$ cat src/sv/mtpr_pkg.sv
// Shared types and constants of the modified tanh profile block.
// Used by the front, queue, back and top level; depends on nothing.
`default_nettype none

package mtpr_pkg;

    localparam int FRAC_BITS      = 16;
    localparam int QUEUE_DEPTH_DEF = 4;
    localparam int EXP_TERMS      = 12;
    localparam int K_BITS         = 5;

    localparam logic [34:0] LN2_Q30      = 35'd744261118;
    localparam logic [45:0] EXP_BIG_T30  = 46'd23072094658;   // 31 * ln2 in Q30
    localparam logic [31:0] ZERO_Z_LIMIT = 32'd32768000;      // 500.0 in Q16.16

    localparam logic [31:0] AMPLITUDE_RST = 32'd65536;
    localparam logic [31:0] OFFSET_RST    = 32'd196608;
    localparam logic [31:0] SLOPE_RST     = 32'd655;
    localparam logic [31:0] SYMMETRY_RST  = 32'd65536;
    localparam logic [30:0] HALF_WIDTH_RST = 31'd655;

    typedef enum logic [2:0] {
        REG_AMPLITUDE  = 3'd0,
        REG_OFFSET     = 3'd1,
        REG_CORE_SLOPE = 3'd2,
        REG_SYMMETRY   = 3'd3,
        REG_HALF_WIDTH = 3'd4
    } t_reg_idx;

    typedef struct packed {
        logic signed [31:0] amp;
        logic signed [31:0] off;
        logic signed [31:0] alpha;
        logic signed [31:0] xsym;
        logic        [30:0] hwid;
    } t_cfg;

    typedef struct packed {
        logic               req;
        logic               last;
        logic               zrule;
        logic signed [31:0] x;
        logic signed [31:0] y;
        logic signed [31:0] ey;
    } t_item;

endpackage

`default_nettype wire

$ cat src/sv/mtpr_front.sv
// Front end: accepts items from the input channel and classifies them.
// Depends on mtpr_pkg; feeds mtpr_queue.
`default_nettype none

module mtpr_front import mtpr_pkg::*; (
    input  wire logic               i_clk,
    input  wire logic               i_rst_n,
    input  wire logic               i_in_valid,
    output logic                    o_in_stall,
    input  wire logic               i_req_type,
    input  wire logic signed [31:0] i_x_pos,
    input  wire logic signed [31:0] i_y_meas,
    input  wire logic signed [31:0] i_y_err,
    input  wire logic               i_last_point,
    input  wire logic               i_q_full,
    output logic                    o_push,
    output t_item                   o_item
);

    logic  r_valid;
    t_item r_item;
    logic  accept;

    assign o_in_stall = r_valid & i_q_full;
    assign accept     = i_in_valid & ~o_in_stall;
    assign o_push     = r_valid & ~i_q_full;
    assign o_item     = r_item;

    always_ff @(posedge i_clk) begin
        if (!i_rst_n) begin
            r_valid <= 1'b0;
        end else begin
            if (accept) begin
                r_valid <= 1'b1;
            end else if (o_push) begin
                r_valid <= 1'b0;
            end
        end
        if (accept) begin
            r_item.req   <= i_req_type;
            r_item.last  <= i_last_point;
            // Residual points with no measurement or no error bar are marked for a forced-zero result.
            r_item.zrule <= i_req_type & ((i_y_meas == 32'sd0) | (i_y_err == 32'sd0));
            r_item.x     <= i_x_pos;
            r_item.y     <= i_y_meas;
            r_item.ey    <= i_y_err;
        end
    end

endmodule

`default_nettype wire

$ cat config.mk
export PLATFORM = sky130hd
export DESIGN_NAME = mtpr_front
export DESIGN_NICKNAME = d
export VERILOG_FILES = /design/src/sv/mtpr_pkg.sv /design/src/sv/mtpr_front.sv
export SDC_FILE = /design/constraint.sdc
export NUM_CORES = 1
export LEC_CHECK = 0
export BUFFER_PORTS_ARGS = -buffer_cell sky130_fd_sc_hd__buf_2
export CAP_MARGIN = 40
export CORE_MARGIN = 10
export CORE_UTILIZATION = 42
export CTS_CLUSTER_DIAMETER = 80
export DETAILED_ROUTE_END_ITERATION = 8
export GPL_ROUTABILITY_DRIVEN = 0
export PLACE_DENSITY = 0.78
export SLEW_MARGIN = 25
export SYNTH_ARGS = -nofsm -noshare
export SYNTH_HDL_FRONTEND = slang
export SYNTH_SLANG_ARGS = --single-unit
$ cat constraint.sdc
create_clock -name i_clk -period 8.05 [get_ports i_clk]
set_input_delay 1.61 -clock i_clk [delete_from_list [all_inputs] [get_ports i_clk]]
set_output_delay 1.61 -clock i_clk [all_outputs]
set_load 0.05 [all_outputs]
==> flow_metrics.tcl, run 1 <==
set metrics [dict create \
    synth.most_common_cell "edfxtp_1" \
    critical_path_buf_inv_count 2 \
    nets 443 \
    grt_overflow 0 \
    rsz0062_at_grt "false" \
    r2r_end "o_item[78]" \
    power.density_nw_per_um2 241 \
    cts.repair.resized 0 \
    synth_nets 228 \
    num_vias 2117 \
    crit_arrival_ns 2.18 \
    yosys_warnings 0 \
    dieArea_um2 11400 \
    maxCapViolCount 0 \
    initial_utilization_pct 43.4 \
    ys_ff_latch 100 \
    synth_flop_cell "edfxtp_1" \
    grt_pass1_wl_um 13600 \
    grt_pass1_vias 2175 \
    async_flop_share_pct 0 \
    highest_layer "met5" \
    drt_iter0_drc 113 \
    cts.sinks 100 \
    reg2reg_slack_ns 5.85 \
    crit_path_frequent_cell "buf_2" \
    synth_top_area_share_pct 94.0 \
    insertion_delay_ns 0.36 \
    reg2reg_from "r_valid" \
    cp.required_ns 6.44 \
    final.min_clock_period_ns 3.79 \
    synth_simple_gate_area_share_pct 4.94 \
    wl_met2_um 5340 \
    end_kind "primary output" \
    hold_depth 2 \
    syn_inst 126 \
    avgViaCountPerCell 4.75 \
    fp-row-count 31 \
    finalWorstSetupSlack_ns 4.26 \
    crit_fanout 3 \
    synth_xor_area_share_pct 0 \
    wl_per_cell_um 21.8 \
    startpoint "i_q_full" \
    path_delay_family "buffers and inverters" \
    htreeDepth 3 \
    port_buffers 202 \
    crit_type "input port to primary output" \
    dp_slack_ns 4.26 \
    synth_compound_area_share_pct 0.435 \
    crit_cells 3 \
    holdBufCountCts 0 \
    setup_viol 0 \
    drtPass1Iterations 4 \
    multiInputGateArea_um2 178 \
    grt_max_degree 76 \
    die_h_um 107 \
    synth_top_family_by_area "simple AND/OR/NAND/NOR gates" \
    synth.mux.area_fraction_pct 0 \
    cp-endpoint "o_in_stall" \
    period_share_pct 47.1 \
    drive_above_1_share_pct 63.9 \
    cts-root-buf "clkbuf_8" \
    synth-seq-area-share_pct 94.6 \
    syn_to_final_growth_pct 42.9 \
    fmax_ghz 0.264 \
    relSlewSlack_pct 54.1 \
    antenna_found_initial 2 \
    wl_met3_um 1180 \
    cts_tree "built" \
    critPathMaxStageDelay_ns 0.29 \
    clk_pin_slew_ns 0.09 \
    clk_path_buf_depth 2 \
    skew_ns 0.00721 \
    power_leakage_uw 0.00190 \
    slew_viol_final 0 \
    avgSynthCellArea_um2 25.1 \
    cts_buffers 9 \
    synth-edff-count 99 \
    synth_cell_type_count 9 \
    route.detailed.drc 0 \
    fillers 565 \
    syn_area_um2 3160 \
    grt_usage_pct 16.3 \
    crit_slowest_cell "buf_2" \
    regArea_um2 2990 \
    post-route-util_pct 62.0 \
    yosys-top-cells-count "99 x edfxtp_1, 15 x nor4_1, 4 x nand4_1" \
    outcome "completed" \
    r2r_cells 4 \
    synth_fa_ha_area_share_pct 0 \
    worstMarginPinSlew_ns 0.686 \
    hp-class "register to register" \
    hold_violations 0 \
    ir_worst_vdd_v 0.0000812 \
    post_cts_buffers 0 \
    routed_wl_um 9720 \
    synth_area_leaders "edfxtp_1 94%, nor4_1 3.0%, nand4_1 0.79%" \
    die_w_um 107 \
    ant_nets 0 \
    ios 203 \
    core-area_um2 7290 \
    startpoint_type "input port" \
    crit_chain "buf_2 -> and2_1 -> buf_2" \
    tns_ns 0 \
    synth_area_leader_cell "edfxtp_1" \
    drt-met1-wl_um 3020 \
]
==> cells by family (layout without fill, tap and decap cells) <==
kind of cell / after synthesis / in the layout
other: 0 / 1
AO/OA/AOI/OAI: 2 / 2
buffers and inverters: 0 / 220
AND/OR/NAND/NOR: 24 / 24
flip-flops: 100 / 100
==> through the flow <==
stage               hold slack [ns]  std cells  cell area (µm²)  total power [µW]
floorplan                     0.883        126             3160               748
global placement              0.635        428             4310               806
detailed placement            0.654        428             4310               810
CTS                           0.680        444             4500              1100
global route                  0.708        445             4520              1130
finish                        0.673        446             4520              1090
==> final cells by class <==
cell class              count  area share (%)
diodes                      1          0.0554
clock buffers               9            2.74
multi-input cells          26            3.93
repair buffers            204            23.0
clock inverters             7            1.33
well taps                  99            2.74
flip-flops and latches    100            66.2
==> cells in the final DEF, fill, tap and decap left out, drive strengths merged <==
master / n
clkinv: 4
buf: 204
diode: 1
clkinvlp: 1
dfxtp: 1
clkbuf: 9
nand4: 4
nor2b: 2
edfxtp: 99
and2: 2
o21a: 1
nor4: 16
o22ai: 1
inv: 2
==> power breakdown <==
part | internal [µW] | leakage, µW | switching [µW]
registers | 608 | 0.000966 | 6.56
logic | 39.7 | 0.000839 | 143
clock network | 117 | 0.0000909 | 175
==> sequential cells by signal, summed over array words and instances, names as in the netlist <==
signal   count
o_item      99
r_valid      1
==> routing by layer <==
layer	global-route usage, %	up-vias
met1	15.6	996
met2	30.0	140
met5	0	-
li1	-	964
met4	4.74	2
met3	8.02	15
==> worst reg2reg max path, cell delays in order (launching register included) <==
cell     delay, ns
dfxtp_1       0.32
and2_1        0.17
nor2b_4       0.56
buf_4         0.53
buf_12        0.30
==> how the worst min path moves through the flow <==
stage | startpoint | to | slack, ns
after floorplan | r_valid | r_valid | 0.88
after global placement | r_valid | r_valid | 0.64
after detailed placement | r_valid | r_valid | 0.65
after CTS | r_valid | r_valid | 0.68
after global routing | r_valid | r_valid | 0.71
final | r_valid | r_valid | 0.67
(Power assumes the default switching activity.)
==> run 2: changes to the inputs <==
Settings changed: CORE_UTILIZATION 42 to 38, PLACE_DENSITY 0.78 to 0.74.
Clock period 8.05 ns to 3.36 ns, I/O delays scaled along.
==> flow_metrics.tcl, run 2 (synthesis results as in run 1) <==
set metrics [dict create \
    grt_pass1_wl_um 13300 \
    grt_overflow 0 \
    final_cell_mix "202 x buf_2, 99 x edfxtp_1, 15 x nor4_1" \
    crit_arrival_ns 1.25 \
    grt_pass1_vias 2351 \
    setup_viol 0 \
    final.min_clock_period_ns 1.92 \
    port_buffers 202 \
    crit_fanout 3 \
    power_leakage_uw 0.00189 \
    hold_violations 0 \
    post_cts_buffers 0 \
    holdBufCountCts 0 \
    period_share_pct 57.3 \
    fp-row-count 33 \
    die_h_um 111 \
    drtPass1Iterations 4 \
    ant_nets 0 \
    min_from "i_x_pos[26]" \
    nets 442 \
    power.density_nw_per_um2 578 \
    reg2reg_from "r_valid" \
    tns_ns 0 \
    cts.sinks 100 \
    cts_buffers 9 \
    post-route-util_pct 55.2 \
    antenna_found_initial 0 \
    hp-class "input port to register" \
    avgViaCountPerCell 4.65 \
    routed_wl_um 8850 \
    relSlewSlack_pct 63.1 \
    rsz0062_at_grt "false" \
    insertion_delay_ns 0.36 \
    startpoint_type "input port" \
    startpoint "i_q_full" \
    initial_utilization_pct 38.7 \
    crit_type "input port to primary output" \
    ios 203 \
    cts_tree "built" \
    clk_pin_slew_ns 0.11 \
    mostFrequentLayoutCell "buf_2" \
    fmax_ghz 0.520 \
    clk_path_buf_depth 2 \
    maxCapViolCount 0 \
    htreeDepth 3 \
    num_vias 2091 \
    cts-root-buf "clkbuf_8" \
    largest_reg_flops 99 \
    core-area_um2 8180 \
    fillers 689 \
    syn_to_final_growth_pct 42.8 \
    route.detailed.drc 0 \
    end_kind "primary output" \
    slew_viol_final 0 \
    die_w_um 111 \
    drive_above_1_share_pct 63.8 \
    skew_ns 0.0114 \
    ir_worst_vdd_v 0.000334 \
    worstMarginPinSlew_ns 0.554 \
    grt_usage_pct 13.8 \
    cp.required_ns 2.69 \
    outcome "completed" \
    drt_iter0_drc 104 \
    grt_max_degree 100 \
    dieArea_um2 12400 \
    wl_per_cell_um 19.7 \
    cts.repair.resized 0 \
    antennaDiodeCount 0 \
]
[run 2: cell count changes in the layout (fill, tap and decap cells not counted)]
cell     before  now
buf_4         1    0
diode_2       1    0
[run 2: critical path, cell delays in order]
cell and delay [ns]:
buf_2 0.08, and2_1 0.20, buf_2 0.29
[run 2: layer usage]
| layer | up-vias | wire length, µm | GRT usage (%) |
|---|---|---|---|
| met1 | 985 | 3280 | 14.5 |
| met5 | - | 0 | 0 |
| met4 | 0 | 133 | 5.23 |
| met3 | 10 | 1070 | 7.58 |
| met2 | 136 | 4370 | 22.8 |
| li1 | 960 | - | - |
[run 2: final cells by class]
class / count / area, µm² / area share (%)
clock buffers: 9 / 124 / 2.74
well taps: 105 / 131 / 2.91
clock inverters: 7 / 60.1 / 1.33
repair buffers: 203 / 1030 / 22.8
flip-flops and latches: 100 / 2990 / 66.3
multi-input cells: 26 / 178 / 3.93
[run 2: metrics by stage]
| stage | setup WS, ns | hold WS (ns) | total power, µW | std cells | area, µm² |
|---|---|---|---|---|---|
| CTS | 1.43 | 0.455 | 2640 | 450 | 4520 |
| global route | 1.41 | 0.448 | 2710 | 450 | 4520 |
| floorplan | 0.356 | 0.771 | 1780 | 126 | 3170 |
| finish | 1.44 | 0.475 | 2610 | 450 | 4520 |
| global placement | 1.45 | 0.635 | 1930 | 434 | 4330 |
| detailed placement | 1.41 | 0.658 | 1940 | 434 | 4330 |
[run 2: final timing paths]
kind | endpoint | slack [ns] | depth (start not counted)
setup / recovery | o_in_stall | 1.44 | 3
hold / removal | o_item[90] | 0.48 | 1
setup reg to reg | o_item[96] | 1.89 | 3
hold reg to reg | r_valid | 0.67 | 2
[run 2: where the power goes]
group	internal [µW]	switching, µW	total [µW]
clock network	281	425	706
logic	94.0	337	431
registers	1460	16.8	1470
