`src/sv/mtpr_pkg.sv`:
```
// Shared types and constants of the modified tanh profile block.
// Used by the front, queue, back and top level; depends on nothing.
`default_nettype none

package mtpr_pkg;

    localparam int FRAC_BITS      = 16;
    localparam int QUEUE_DEPTH_DEF = 4;
    localparam int EXP_TERMS      = 12;
    localparam int K_BITS         = 5;

    localparam logic [34:0] LN2_Q30      = 35'd744261118;
    localparam logic [45:0] EXP_BIG_T30  = 46'd23072094658;   // 31 * ln2 in Q30
    localparam logic [31:0] ZERO_Z_LIMIT = 32'd32768000;      // 500.0 in Q16.16

    localparam logic [31:0] AMPLITUDE_RST = 32'd65536;
    localparam logic [31:0] OFFSET_RST    = 32'd196608;
    localparam logic [31:0] SLOPE_RST     = 32'd655;
    localparam logic [31:0] SYMMETRY_RST  = 32'd65536;
    localparam logic [30:0] HALF_WIDTH_RST = 31'd655;

    typedef enum logic [2:0] {
        REG_AMPLITUDE  = 3'd0,
        REG_OFFSET     = 3'd1,
        REG_CORE_SLOPE = 3'd2,
        REG_SYMMETRY   = 3'd3,
        REG_HALF_WIDTH = 3'd4
    } t_reg_idx;

    typedef struct packed {
        logic signed [31:0] amp;
        logic signed [31:0] off;
        logic signed [31:0] alpha;
        logic signed [31:0] xsym;
        logic        [30:0] hwid;
    } t_cfg;

    typedef struct packed {
        logic               req;
        logic               last;
        logic               zrule;
        logic signed [31:0] x;
        logic signed [31:0] y;
        logic signed [31:0] ey;
    } t_item;

endpackage

`default_nettype wire

```
`src/sv/mtpr_queue.sv`:
```
// Short item queue between the front end and the arithmetic back end.
// Depends on mtpr_pkg for the item type.
`default_nettype none

module mtpr_queue import mtpr_pkg::*; #(
    parameter int DEPTH = QUEUE_DEPTH_DEF
) (
    input  wire logic i_clk,
    input  wire logic i_rst_n,
    input  wire logic i_push,
    input  t_item     i_item,
    output logic      o_full,
    output logic      o_valid,
    input  wire logic i_pop,
    output t_item     o_item
);

    localparam int PW = (DEPTH > 1) ? $clog2(DEPTH) : 1;
    localparam int CW = $clog2(DEPTH + 1);

    t_item          r_mem [DEPTH];
    logic [PW-1:0]  r_wr;
    logic [PW-1:0]  r_rd;
    logic [CW-1:0]  r_cnt;
    logic           do_push;
    logic           do_pop;

    assign o_full  = (r_cnt == CW'(DEPTH));
    assign o_valid = (r_cnt != '0);
    assign o_item  = r_mem[r_rd];
    assign do_push = i_push & ~o_full;
    assign do_pop  = i_pop & o_valid;

    always_ff @(posedge i_clk) begin
        if (!i_rst_n) begin
            r_wr  <= '0;
            r_rd  <= '0;
            r_cnt <= '0;
        end else begin
            if (do_push) begin
                r_wr <= (r_wr == PW'(DEPTH - 1)) ? '0 : r_wr + 1'b1;
            end
            if (do_pop) begin
                r_rd <= (r_rd == PW'(DEPTH - 1)) ? '0 : r_rd + 1'b1;
            end
            if (do_push & ~do_pop) begin
                r_cnt <= r_cnt + 1'b1;
            end else if (do_pop & ~do_push) begin
                r_cnt <= r_cnt - 1'b1;
            end
        end
        if (do_push) begin
            r_mem[r_wr] <= i_item;
        end
    end

endmodule

`default_nettype wire

```
`config.mk`:
```
export PLATFORM = sky130hd
export DESIGN_NAME = mtpr_queue
export DESIGN_NICKNAME = d
export VERILOG_FILES = /design/src/sv/mtpr_pkg.sv /design/src/sv/mtpr_queue.sv
export SDC_FILE = /design/constraint.sdc
export NUM_CORES = 1
export LEC_CHECK = 0
export ABC_AREA = 1
export BUFFER_PORTS_ARGS = -buffer_cell sky130_fd_sc_hd__buf_4
export CAP_MARGIN = 20
export CORE_MARGIN = 2
export CORE_UTILIZATION = 57
export DETAILED_ROUTE_END_ITERATION = 10
export GPL_ROUTABILITY_DRIVEN = 0
export PLACE_DENSITY = 0.79
export SYNTH_ARGS = -nofsm -noshare
export SYNTH_HDL_FRONTEND = slang
export SYNTH_SLANG_ARGS = --single-unit
```
`constraint.sdc`:
```
create_clock -name i_clk -period 7.3 [get_ports i_clk]
set_input_delay 0 -clock i_clk [delete_from_list [all_inputs] [get_ports i_clk]]
set_output_delay 0 -clock i_clk [all_outputs]
set_load 0.02 [all_outputs]
```
==> results of run 1 <==
-- sequential cells by signal, summed over array words and instances, names as in the netlist, named ones only --
register	flops
r_rd	2
r_wr	2
r_mem	396
r_cnt	3
-- synthesized netlist by cell type (all sizes together), types with 2 or more instances --
cell	number	area [um2]
dfxtp	9	180
inv	17	68.8
ha	6	75.1
nand3	2	10.0
nand2	15	56.3
edfxtp	396	11900
o21ai	200	1000
o22ai	99	619
clkbuf	40	150
a21oi	3	15.0
nor2	213	800
buf	24	224
-- logic make-up after synthesis --
group,Yosys count,synth area share [%]
AOI/OAI and AO/OA,302,10.8
adders and majority gates,7,0.628
buffers and inverters,82,2.98
DFF,405,79.8
and+or+nand+nor,232,5.81
-- cell type report --
| type | instances | area [um2] | area share, % |
|---|---|---|---|
| Timing Repair Buffer | 317 | 2680 | 14.1 |
| Antenna cell | 2 | 5.00 | 0.0263 |
| Clock buffer | 49 | 1010 | 5.33 |
| Multi-Input combinational cell | 541 | 2640 | 13.9 |
| Sequential cell | 405 | 12100 | 63.5 |
| Clock inverter | 20 | 110 | 0.579 |
| Tap cell | 335 | 419 | 2.20 |
| Inverter | 18 | 77.6 | 0.408 |
-- worst reg2reg max path: cells and delay by family, from the launching register on --
kind	cells	cell delay [ns]
DFF	1	0.38
buffers and inverters	1	0.91
and+or+nand+nor	4	1.36
-- where the power goes --
group          leakage, nW  switching [mW]  internal, mW
clock network        0.545           0.801         0.986
logic                 2.48            1.39         0.760
registers             3.70           0.111          2.84
-- path summary, 6_finish.rpt --
check / cells past startpoint / from / endpoint / slack (ns)
worst max-delay path: 4 / flop / o_item[40] / 4.07
worst min-delay path: 2 / i_item[30] / r_mem[2][30]$_DFFE_PP_ / 0.22
worst max register to register: 5 / r_cnt[0]$_SDFFE_PN0P_ / r_mem[1][4]$_DFFE_PP_ / 4.24
worst min register to register: 2 / r_cnt[1]$_SDFFE_PN0P_ / r_cnt[1]$_SDFFE_PN0P_ / 0.52
-- layer usage --
layer	track usage, %	up-vias
met1	33.4	4664
li1	-	4453
met5	0	-
met4	5.70	0
met3	4.78	50
met2	37.5	408
-- metrics by stage --
| step | utilization (%) | cell area, um2 | power, mW |
|---|---|---|---|
| 3_5_place_dp | 64.5 | 16800 | 5.07 |
| 5_1_grt | 73.0 | 19000 | 7.18 |
| 6_report | 73.0 | 19000 | 6.88 |
| 3_3_place_gp | 64.5 | 16800 | 5.02 |
| 4_1_cts | 72.8 | 19000 | 6.87 |
| 2_1_floorplan | - | 15100 | 4.25 |
-- cells in the final DEF, fill, tap and decap left out --
cell type / instances
sky130_fd_sc_hd__nand3_1: 2
sky130_fd_sc_hd__ha_1: 6
sky130_fd_sc_hd__o21ai_1: 22
sky130_fd_sc_hd__dfxtp_4: 2
sky130_fd_sc_hd__clkinv_4: 1
sky130_fd_sc_hd__o22ai_1: 99
sky130_fd_sc_hd__buf_4: 211
sky130_fd_sc_hd__edfxtp_1: 396
sky130_fd_sc_hd__dfxtp_1: 7
sky130_fd_sc_hd__clkinv_8: 2
sky130_fd_sc_hd__inv_6: 1
sky130_fd_sc_hd__clkinvlp_4: 1
sky130_fd_sc_hd__a21oi_1: 3
sky130_fd_sc_hd__fa_1: 1
sky130_fd_sc_hd__nor2_4: 4
sky130_fd_sc_hd__nor2_1: 209
sky130_fd_sc_hd__clkbuf_16: 39
sky130_fd_sc_hd__clkinv_2: 5
sky130_fd_sc_hd__o21ai_0: 178
sky130_fd_sc_hd__nand2_1: 15
sky130_fd_sc_hd__nand3b_1: 1
sky130_fd_sc_hd__clkbuf_1: 10
sky130_fd_sc_hd__inv_1: 16
sky130_fd_sc_hd__buf_16: 2
sky130_fd_sc_hd__nand4_1: 1
sky130_fd_sc_hd__diode_2: 2
sky130_fd_sc_hd__dlygate4sd3_1: 104
sky130_fd_sc_hd__clkinv_1: 12
==> impl_metrics.tcl, run 1 <==
set metrics [dict create \
    run_status "finished, final reports clean" \
    buffers_plus_inverters_on_the_worst_setup_path 2 \
    grt_setup_unrepaired "false" \
    cpPeakStageDelay_ns 0.94 \
    area_growth_syn_to_layout_pct 25.7 \
    synth-edff-count 396 \
    timing.critical_path.slowest_stage_cell "sky130_fd_sc_hd__buf_4" \
    critical_path.most_common_cell "sky130_fd_sc_hd__buf_4" \
    critical_path_class "flop to output port" \
    pin_count_of_the_biggest_net_entering_global_routing 121 \
    netlist-cell-type-count 21 \
    hold_viol 0 \
    layout_setup_ws_ns 4.07 \
    floorplan.initialDensity_pct 58.1 \
    post_route_cells_drive_above_1_share_pct 19.9 \
    post_cts.repair.setup_buffers 0 \
    grt-ovfl-total 0 \
    grt_util_all_layers_pct 23.4 \
    floorplan.io_pins 204 \
    die_w_um 167 \
    vias 9575 \
    critical_path_required_ns 7.30 \
    finalSetupTns_ns 0 \
    max-slew-margin-rel_pct 29.0 \
    n_fill_cell 1579 \
    syn-num-nets 1138 \
    final.period_utilization_pct 44.2 \
    grt_pass1_wl_um 51100 \
    first_global_vias 9364 \
    tightest_slew_ns 1.06 \
    final_cell_count_no_fill 1687 \
    wl_met3_um 2640 \
    max-vdd-ir-drop_mv 0.267 \
    drt-pass1-iter-count 5 \
    number_of_warning_messages_in_the_yosys_log 0 \
    critical_path.startpoint_type "flop" \
    syn-cell-area_um2 15100 \
    drt-vias-per-instance 5.68 \
    syn-mean-instance-area_um2 14.7 \
    port-buffer-count 203 \
    avgRoutedWirePerCell_um 19.6 \
    final-max-slew-violation-count 0 \
    cellLeakagePower_nw 6.73 \
    fmax_ghz 0.310 \
    min_path_type "input pin to flop" \
    htree_levels 2 \
    cts_tree "done" \
    clock_sink_count 405 \
    pre_cts_setup_slack_ns 4.21 \
    worst-path-max-fanout 111 \
    first_iter_violations 965 \
    setup.worst_path.end_class "output port" \
    dp_hpwl_um 17400 \
    detailroute.wirelength.met2_um 16100 \
    ys_seq_elements 405 \
    timing.critical_path.max_delay_family "buffers and inverters" \
    cts.clk_slew.worst_paths_ns 0.06 \
    rows 59 \
    routed_length_on_met1_um 13800 \
    num-nets-final 1432 \
    max-clock-path-buffers 3 \
    die_y_um 167 \
    clk-insertion-delay-late_ns 0.53 \
    drt_drc_violations_left 0 \
    ys_async_sr_fraction_pct 0 \
    top_layer_used "met4" \
    placed_cells 1510 \
    count_of_antenna_violating_nets_left_after_detailed_routing 0 \
    power_density_nw_per_um2 362 \
    cp_cell_sequence "buf_4, o21ai_0, o22ai_1, buf_4" \
    antenna_found_initial 2 \
    final.setup_skew_ns 0.0228 \
    synthFlopType "sky130_fd_sc_hd__edfxtp_1" \
    worstPathArrival_ns 3.23 \
    ys_seq_area_share_pct 79.8 \
    cts_buffers 39 \
    cts.root.buffer_cell "sky130_fd_sc_hd__clkbuf_16" \
    cap_viol_max_count 0 \
    die_area_um2 27900 \
    final.min_clock_period_ns 3.23 \
    cts.repair.resized 0 \
    finalHoldWorstSlack_ns 0.215 \
    hold_buffer_count_at_cts 104 \
    postSynthCellCount 1028 \
    core_area_um2 26100 \
    drt-total-wl_um 33100 \
    final-setup-viol-count 0 \
]
No activity file was read; power rests on OpenSTA's default activity.
==> inputs of run 2 (changes only) <==
Clock period 7.3 ns to 3.2 ns, I/O delays scaled along.
==> run 2 against run 1 <==
- clock-buffer cell count did not move
- clock power rose to 2.6 times the previous value
- clock skew fell by 0.011 ns
- critical path depth did not move
- sequential power rose by 120%
- core utilization rose by 0.90 points
- non-clock buffer count rose by 4
- routed wire length fell by 2.0%
- final cell count rose by 0.18%
- combinational power rose by 130%
- global-route usage fell by 0.38 points
- worst setup slack got worse by 3.4 ns
- largest cell class unchanged
- largest power group unchanged
==> impl_metrics.tcl, run 2 (same netlist as run 1, synthesis figures left out) <==
set metrics [dict create \
    worst-path-max-fanout 99 \
    largest-register "r_mem" \
    vias 9512 \
    grt_pass1_wl_um 50800 \
    final.setup_skew_ns 0.0121 \
    fmax_ghz 0.398 \
    critical_path.startpoint_type "flop" \
    grt_util_all_layers_pct 23.0 \
    max-slew-margin-rel_pct 26.9 \
    setup.worst_path.end "o_item[46]" \
    drt_drc_violations_left 0 \
    htree_levels 2 \
    antenna_found_initial 0 \
    worst_r2r_startpoint "r_wr[0]$_SDFFE_PN0P_" \
    largest_registers "r_mem: 396 flops, r_cnt: 3 flops" \
    hold_buffer_count_at_cts 104 \
    postPlaceCellArea_um2 16900 \
    rows 59 \
    grt_setup_unrepaired "false" \
    dp_hpwl_um 16300 \
    area_growth_syn_to_layout_pct 27.3 \
    cellLeakagePower_nw 6.83 \
    cap_viol_max_count 0 \
    grt-ovfl-total 0 \
    clk-insertion-delay-late_ns 0.51 \
    largest_reg_flops 396 \
    port-buffer-count 203 \
    floorplan.initialDensity_pct 58.1 \
    count_of_antenna_violating_nets_left_after_detailed_routing 0 \
    cts.clk_slew.worst_paths_ns 0.06 \
    cts_buffers 40 \
    regToRegSetupSlack_ns 0.93 \
    reg2reg_to "r_wr[1]$_SDFFE_PN0P_" \
    final.min_clock_period_ns 2.51 \
    cts.root.buffer_cell "sky130_fd_sc_hd__clkbuf_16" \
    mostFrequentLayoutCell "sky130_fd_sc_hd__edfxtp_1" \
    utilization_pct 73.9 \
    final-max-slew-violation-count 0 \
    first_iter_violations 785 \
    min_path_type "input pin to flop" \
    worstPathArrival_ns 2.51 \
    finalHoldWorstSlack_ns 0.229 \
    floorplan.io_pins 204 \
    power_density_nw_per_um2 840 \
    post_cts.repair.setup_buffers 0 \
    final-setup-viol-count 0 \
    cts_tree "done" \
    setup.worst_path.end_class "output port" \
    finalSetupTns_ns 0 \
    clock_sink_count 405 \
    core_area_um2 26100 \
    tightest_slew_ns 1.10 \
    antenna_cells 0 \
    final.period_utilization_pct 78.4 \
    critical_path_class "flop to output port" \
    most-common-layout-cells "396 x sky130_fd_sc_hd__edfxtp_1, 210 x sky130_fd_sc_hd__buf_4, 209 x sky130_fd_sc_hd__nor2_1" \
    hold_viol 0 \
    max-clock-path-buffers 3 \
    critical_path_required_ns 3.20 \
    drt-vias-per-instance 5.63 \
    num-nets-final 1437 \
    finalInstanceArea_um2 19300 \
    post_route_cells_drive_above_1_share_pct 20.7 \
    pin_count_of_the_biggest_net_entering_global_routing 199 \
    drt-total-wl_um 32400 \
    worstRegToRegCells 7 \
    first_global_vias 9629 \
    run_status "finished, final reports clean" \
    cts.repair.resized 0 \
    avgRoutedWirePerCell_um 19.2 \
    die_w_um 167 \
    die_area_um2 27900 \
    max-vdd-ir-drop_mv 0.629 \
    die_y_um 167 \
    drt-pass1-iter-count 5 \
]
==> run 2: changes by cell type in the layout (fill, tap and decap cells not counted) <==
| cell | change |
|---|---|
| sky130_fd_sc_hd__clkinvlp_4 | +2 |
| sky130_fd_sc_hd__buf_4 | -1 |
| sky130_fd_sc_hd__clkinv_1 | -6 |
| sky130_fd_sc_hd__clkbuf_16 | +2 |
| sky130_fd_sc_hd__clkbuf_1 | -2 |
| sky130_fd_sc_hd__clkinv_2 | +2 |
| sky130_fd_sc_hd__buf_12 | +7 |
| sky130_fd_sc_hd__diode_2 | -2 |
| sky130_fd_sc_hd__buf_16 | -2 |
| sky130_fd_sc_hd__clkinv_8 | -2 |
| sky130_fd_sc_hd__bufinv_16 | +5 |
==> run 2: power by group <==
part           switching, mW  internal, mW
registers              0.143          6.46
clock network           1.84          2.75
logic                   3.22          1.77
total                   5.20          11.0
==> run 2: final cells by class <==
type                            instances  area (um2)
Sequential cell                       405       12100
Fill cell                            1564        6800
Timing Repair Buffer                  321        2760
Multi-Input combinational cell        541        2640
Clock buffer                           49        1060
Tap cell                              335         419
Clock inverter                         21         230
Inverter                               18        77.6
==> run 2: worst min path at each step <==
stage                    start                     end  slack (ns)  cells past startpoint
floorplan            i_item[0]   r_mem[0][0]$_DFFE_PP_         0.1                      0
global placement    i_item[78]  r_mem[3][78]$_DFFE_PP_        0.20                      1
detailed placement  i_item[47]  r_mem[2][47]$_DFFE_PP_        0.20                      1
CTS                 i_item[10]  r_mem[2][10]$_DFFE_PP_        0.21                      2
global route         i_item[7]   r_mem[3][7]$_DFFE_PP_        0.22                      2
finish               i_item[8]   r_mem[0][8]$_DFFE_PP_        0.23                      2
==> run 2: metal layers <==
layer / vias up / track usage, % / wire (um)
met3: 50 / 3.92 / 2050
met1: 4646 / 30.8 / 13300
met4: 0 / 6.82 / 655
met5: - / 0 / 0
met2: 354 / 39.1 / 16400
li1: 4462 / - / -
==> run 2: stage by stage <==
step	power [mW]	setup slack [ns]	std cells
floorplan	9.67	-0.545	1028
global placement	11.5	1.11	1516
detailed placement	11.6	1.07	1516
CTS	16.2	0.696	1690
global route	16.9	0.556	1690
finish	16.2	0.690	1690
==> run 2: critical path: stages, from the launching register on <==
cell and delay [ns]:
sky130_fd_sc_hd__dfxtp_4 0.36, sky130_fd_sc_hd__buf_4 0.81, sky130_fd_sc_hd__o21ai_0 0.30, sky130_fd_sc_hd__o22ai_1 0.29, sky130_fd_sc_hd__buf_4 0.19
==> inputs of run 3 (changes only) <==
Settings changed: ABC_AREA 1 to 0, CORE_UTILIZATION 57 to 51, PLACE_DENSITY 0.79 to 0.75.
Clock period 3.2 ns to 2.1 ns, I/O delays scaled along.
==> run 3 against run 2 <==
- global-route usage down 3.6 points
- non-clock buffer count up 6
- routed wire length down 11%
- highest routed layer unchanged
==> impl_metrics.tcl, run 3 <==
set metrics [dict create \
    syn-mean-instance-area_um2 25.9 \
    setup.worst_path.end_class "flop" \
    max-slew-margin-rel_pct 76.5 \
    vias 7148 \
    critical_path_class "flop to flop" \
    regToRegSetupSlack_ns 0.06 \
    critical_path.startpoint_type "flop" \
    first_global_vias 8009 \
    port-buffer-count 203 \
    area_growth_syn_to_layout_pct 30.6 \
    largest_registers "r_mem: 396 flops, r_cnt: 3 flops" \
    drt-total-wl_um 28900 \
    die_w_um 174 \
    number_of_warning_messages_in_the_yosys_log 0 \
    antenna_found_initial 1 \
    mostFrequentLayoutCell "sky130_fd_sc_hd__edfxtp_1" \
    most-common-layout-cells "396 x sky130_fd_sc_hd__edfxtp_1, 211 x sky130_fd_sc_hd__buf_4, 101 x sky130_fd_sc_hd__dlygate4sd3_1" \
    report.power.total_mw 23.1 \
    grt_pass1_wl_um 44500 \
    cts_buffers 40 \
    largest-register "r_mem" \
    post-synth-top-area-fraction_pct 80.8 \
    worst_r2r_startpoint "r_cnt[2]$_SDFFE_PN0P_" \
    cts.root.buffer_cell "sky130_fd_sc_hd__clkbuf_16" \
    htree_levels 2 \
    clock_sink_count 405 \
    min_path_type "input pin to flop" \
    worstRegToRegCells 8 \
    cp.depth 8 \
    tightest_slew_ns 0.352 \
    floorplan.initialDensity_pct 51.6 \
    die_area_um2 30200 \
    hold_viol 0 \
    clk-insertion-delay-late_ns 0.52 \
    placed_cells 1153 \
    reg2reg_to "r_cnt[2]$_SDFFE_PN0P_" \
    grt_util_all_layers_pct 19.4 \
    synth-edff-count 396 \
    postSynthCellCount 568 \
    ys_seq_area_share_pct 82.0 \
    final-max-slew-violation-count 0 \
    worst-path-max-fanout 5 \
    cellLeakagePower_nw 6.53 \
    cpPeakStageDelay_ns 0.35 \
    die_y_um 174 \
    final_cell_count_no_fill 1326 \
    cap_viol_max_count 0 \
    worst_setup_path_startpoint "r_cnt[2]$_SDFFE_PN0P_" \
    syn-cell-area_um2 14700 \
    max-vdd-ir-drop_mv 0.980 \
    finalHoldWorstSlack_ns 0.0242 \
    count_of_antenna_violating_nets_left_after_detailed_routing 0 \
    cts_tree "done" \
    synth_area_leaders "sky130_fd_sc_hd__edfxtp_1 81%, sky130_fd_sc_hd__mux4_2 15%, sky130_fd_sc_hd__dfxtp_1 1.2%" \
    final.setup_skew_ns 0.0114 \
    syn-num-nets 678 \
    fmax_ghz 0.491 \
    worstPathArrival_ns 2.48 \
    netlist-cell-type-count 24 \
    netlist.top_cell.by_area "sky130_fd_sc_hd__edfxtp_1" \
    ys_async_sr_fraction_pct 0 \
    grt-ovfl-total 0 \
    final-setup-viol-count 0 \
    avgRoutedWirePerCell_um 21.8 \
    drt-pass1-iter-count 4 \
    cp_cell_sequence "nor3b_2, nor2b_2, ha_2, inv_1, fa_2, xor2_1, or3_1, a21boi_0" \
    synth_commonest_cells "396 x sky130_fd_sc_hd__edfxtp_1, 99 x sky130_fd_sc_hd__mux4_2, 10 x sky130_fd_sc_hd__buf_2, 10 x sky130_fd_sc_hd__clkbuf_1, 9 x sky130_fd_sc_hd__dfxtp_1" \
    core_area_um2 28500 \
    final.min_clock_period_ns 2.04 \
    ys_seq_elements 405 \
    setup.worst_path.end "r_cnt[2]$_SDFFE_PN0P_" \
    dp_hpwl_um 16800 \
    run_status "finished, final reports clean" \
    drt_drc_violations_left 0 \
    cts.clk_slew.worst_paths_ns 0.06 \
    floorplan.io_pins 204 \
    timing.critical_path.max_delay_family "simple AND/OR/NAND/NOR gates" \
    synthFlopType "sky130_fd_sc_hd__edfxtp_1" \
    pin_count_of_the_biggest_net_entering_global_routing 44 \
    power_density_nw_per_um2 1200 \
    rows 62 \
    synth_most_common_cell "sky130_fd_sc_hd__edfxtp_1" \
    critical_path_required_ns 2.54 \
    utilization_pct 67.4 \
    first_iter_violations 432 \
    max-clock-path-buffers 3 \
    drt-vias-per-instance 5.39 \
    largest_reg_flops 396 \
    num-nets-final 1023 \
    final.period_utilization_pct 96.9 \
    timing.critical_path.slowest_stage_cell "sky130_fd_sc_hd__dfxtp_2" \
    buffers_plus_inverters_on_the_worst_setup_path 1 \
    post_route_cells_drive_above_1_share_pct 41.3 \
]
-- run 3: stage by stage --
stage	cell area (um2)	TNS (ns)	worst slack [ns]
after floorplan	14700	0	0.0105
after global placement	16900	0	0.0728
after detailed placement	16900	-0.0429	-0.0429
after CTS	19200	0	0.0430
after global routing	19200	-0.0259	-0.0259
final	19200	0	0.0641
-- run 3: worst min-delay path by stage --
stage | from | to | slack [ns] | depth (start not counted)
after floorplan | i_item[0] | r_mem[0][0]$_DFFE_PP_ | 0.1 | 0
after global placement | i_item[25] | r_mem[2][25]$_DFFE_PP_ | 0.20 | 1
after detailed placement | i_item[39] | r_mem[3][39]$_DFFE_PP_ | 0.20 | 1
after CTS | i_push | r_wr[1]$_SDFFE_PN0P_ | 0.04 | 4
after global routing | i_push | r_wr[1]$_SDFFE_PN0P_ | 0.04 | 4
final | i_push | r_wr[1]$_SDFFE_PN0P_ | 0.02 | 4
-- run 3: per-layer routing --
metal / share of wire [%] / global-route usage (%) / wire length, um / vias up
li1: - / - / - / 3134
met1: 38 / 23.6 / 10800 / 3718
met2: 54 / 35.0 / 15800 / 242
met3: 5.7 / 4.07 / 1650 / 54
met4: 2.2 / 5.67 / 647 / 0
met5: 0 / 0 / 0 / -
-- run 3: kinds of logic (layout without fill, tap and decap cells) --
kind of cell    Yosys count  after routing  synth area share (%)
fa+ha+maj                 7              7                 0.646
flops                   405            405                  82.0
simple gates             20             20                 0.705
buf+inv                  27            400                  1.00
other cells               0              1                     0
mux                     102            102                  15.3
compound gates            5              5                 0.204
xor+xnor                  2              2                 0.119
-- run 3: what timing repair did --
action / in CTS / in global routing
hold endpoints to repair: 405 / 0
pin swaps: 0 / 1
buffers inserted: 1 / 0
endpoints found under the setup margin: 12 / 1
resized for setup: 5 / 3
hold buffers: 101 / 0
-- run 3: layout make-up --
type,count,area (um2)
flip-flops and latches,405,12100
fillers,1801,9310
repair buffers,327,2880
multi-input cells,136,2540
clock buffers,52,1070
well taps,384,480
clock inverters,18,166
inverters,3,11.3
diodes,1,2.50
-- run 3: power by group --
group	internal [mW]	total (mW)	switching, mW
clock network	3.95	6.70	2.75
registers	9.84	10.1	0.276
logic	2.99	6.23	3.24
-- run 3: worst reg2reg max path, cell delays in order (launching register included) --
cell and delay [ns]:
sky130_fd_sc_hd__dfxtp_2 0.35, sky130_fd_sc_hd__nor3b_2 0.18, sky130_fd_sc_hd__nor2b_2 0.16, sky130_fd_sc_hd__ha_2 0.23, sky130_fd_sc_hd__inv_1 0.08, sky130_fd_sc_hd__fa_2 0.34
sky130_fd_sc_hd__xor2_1 0.16, sky130_fd_sc_hd__or3_1 0.30, sky130_fd_sc_hd__a21boi_0 0.17
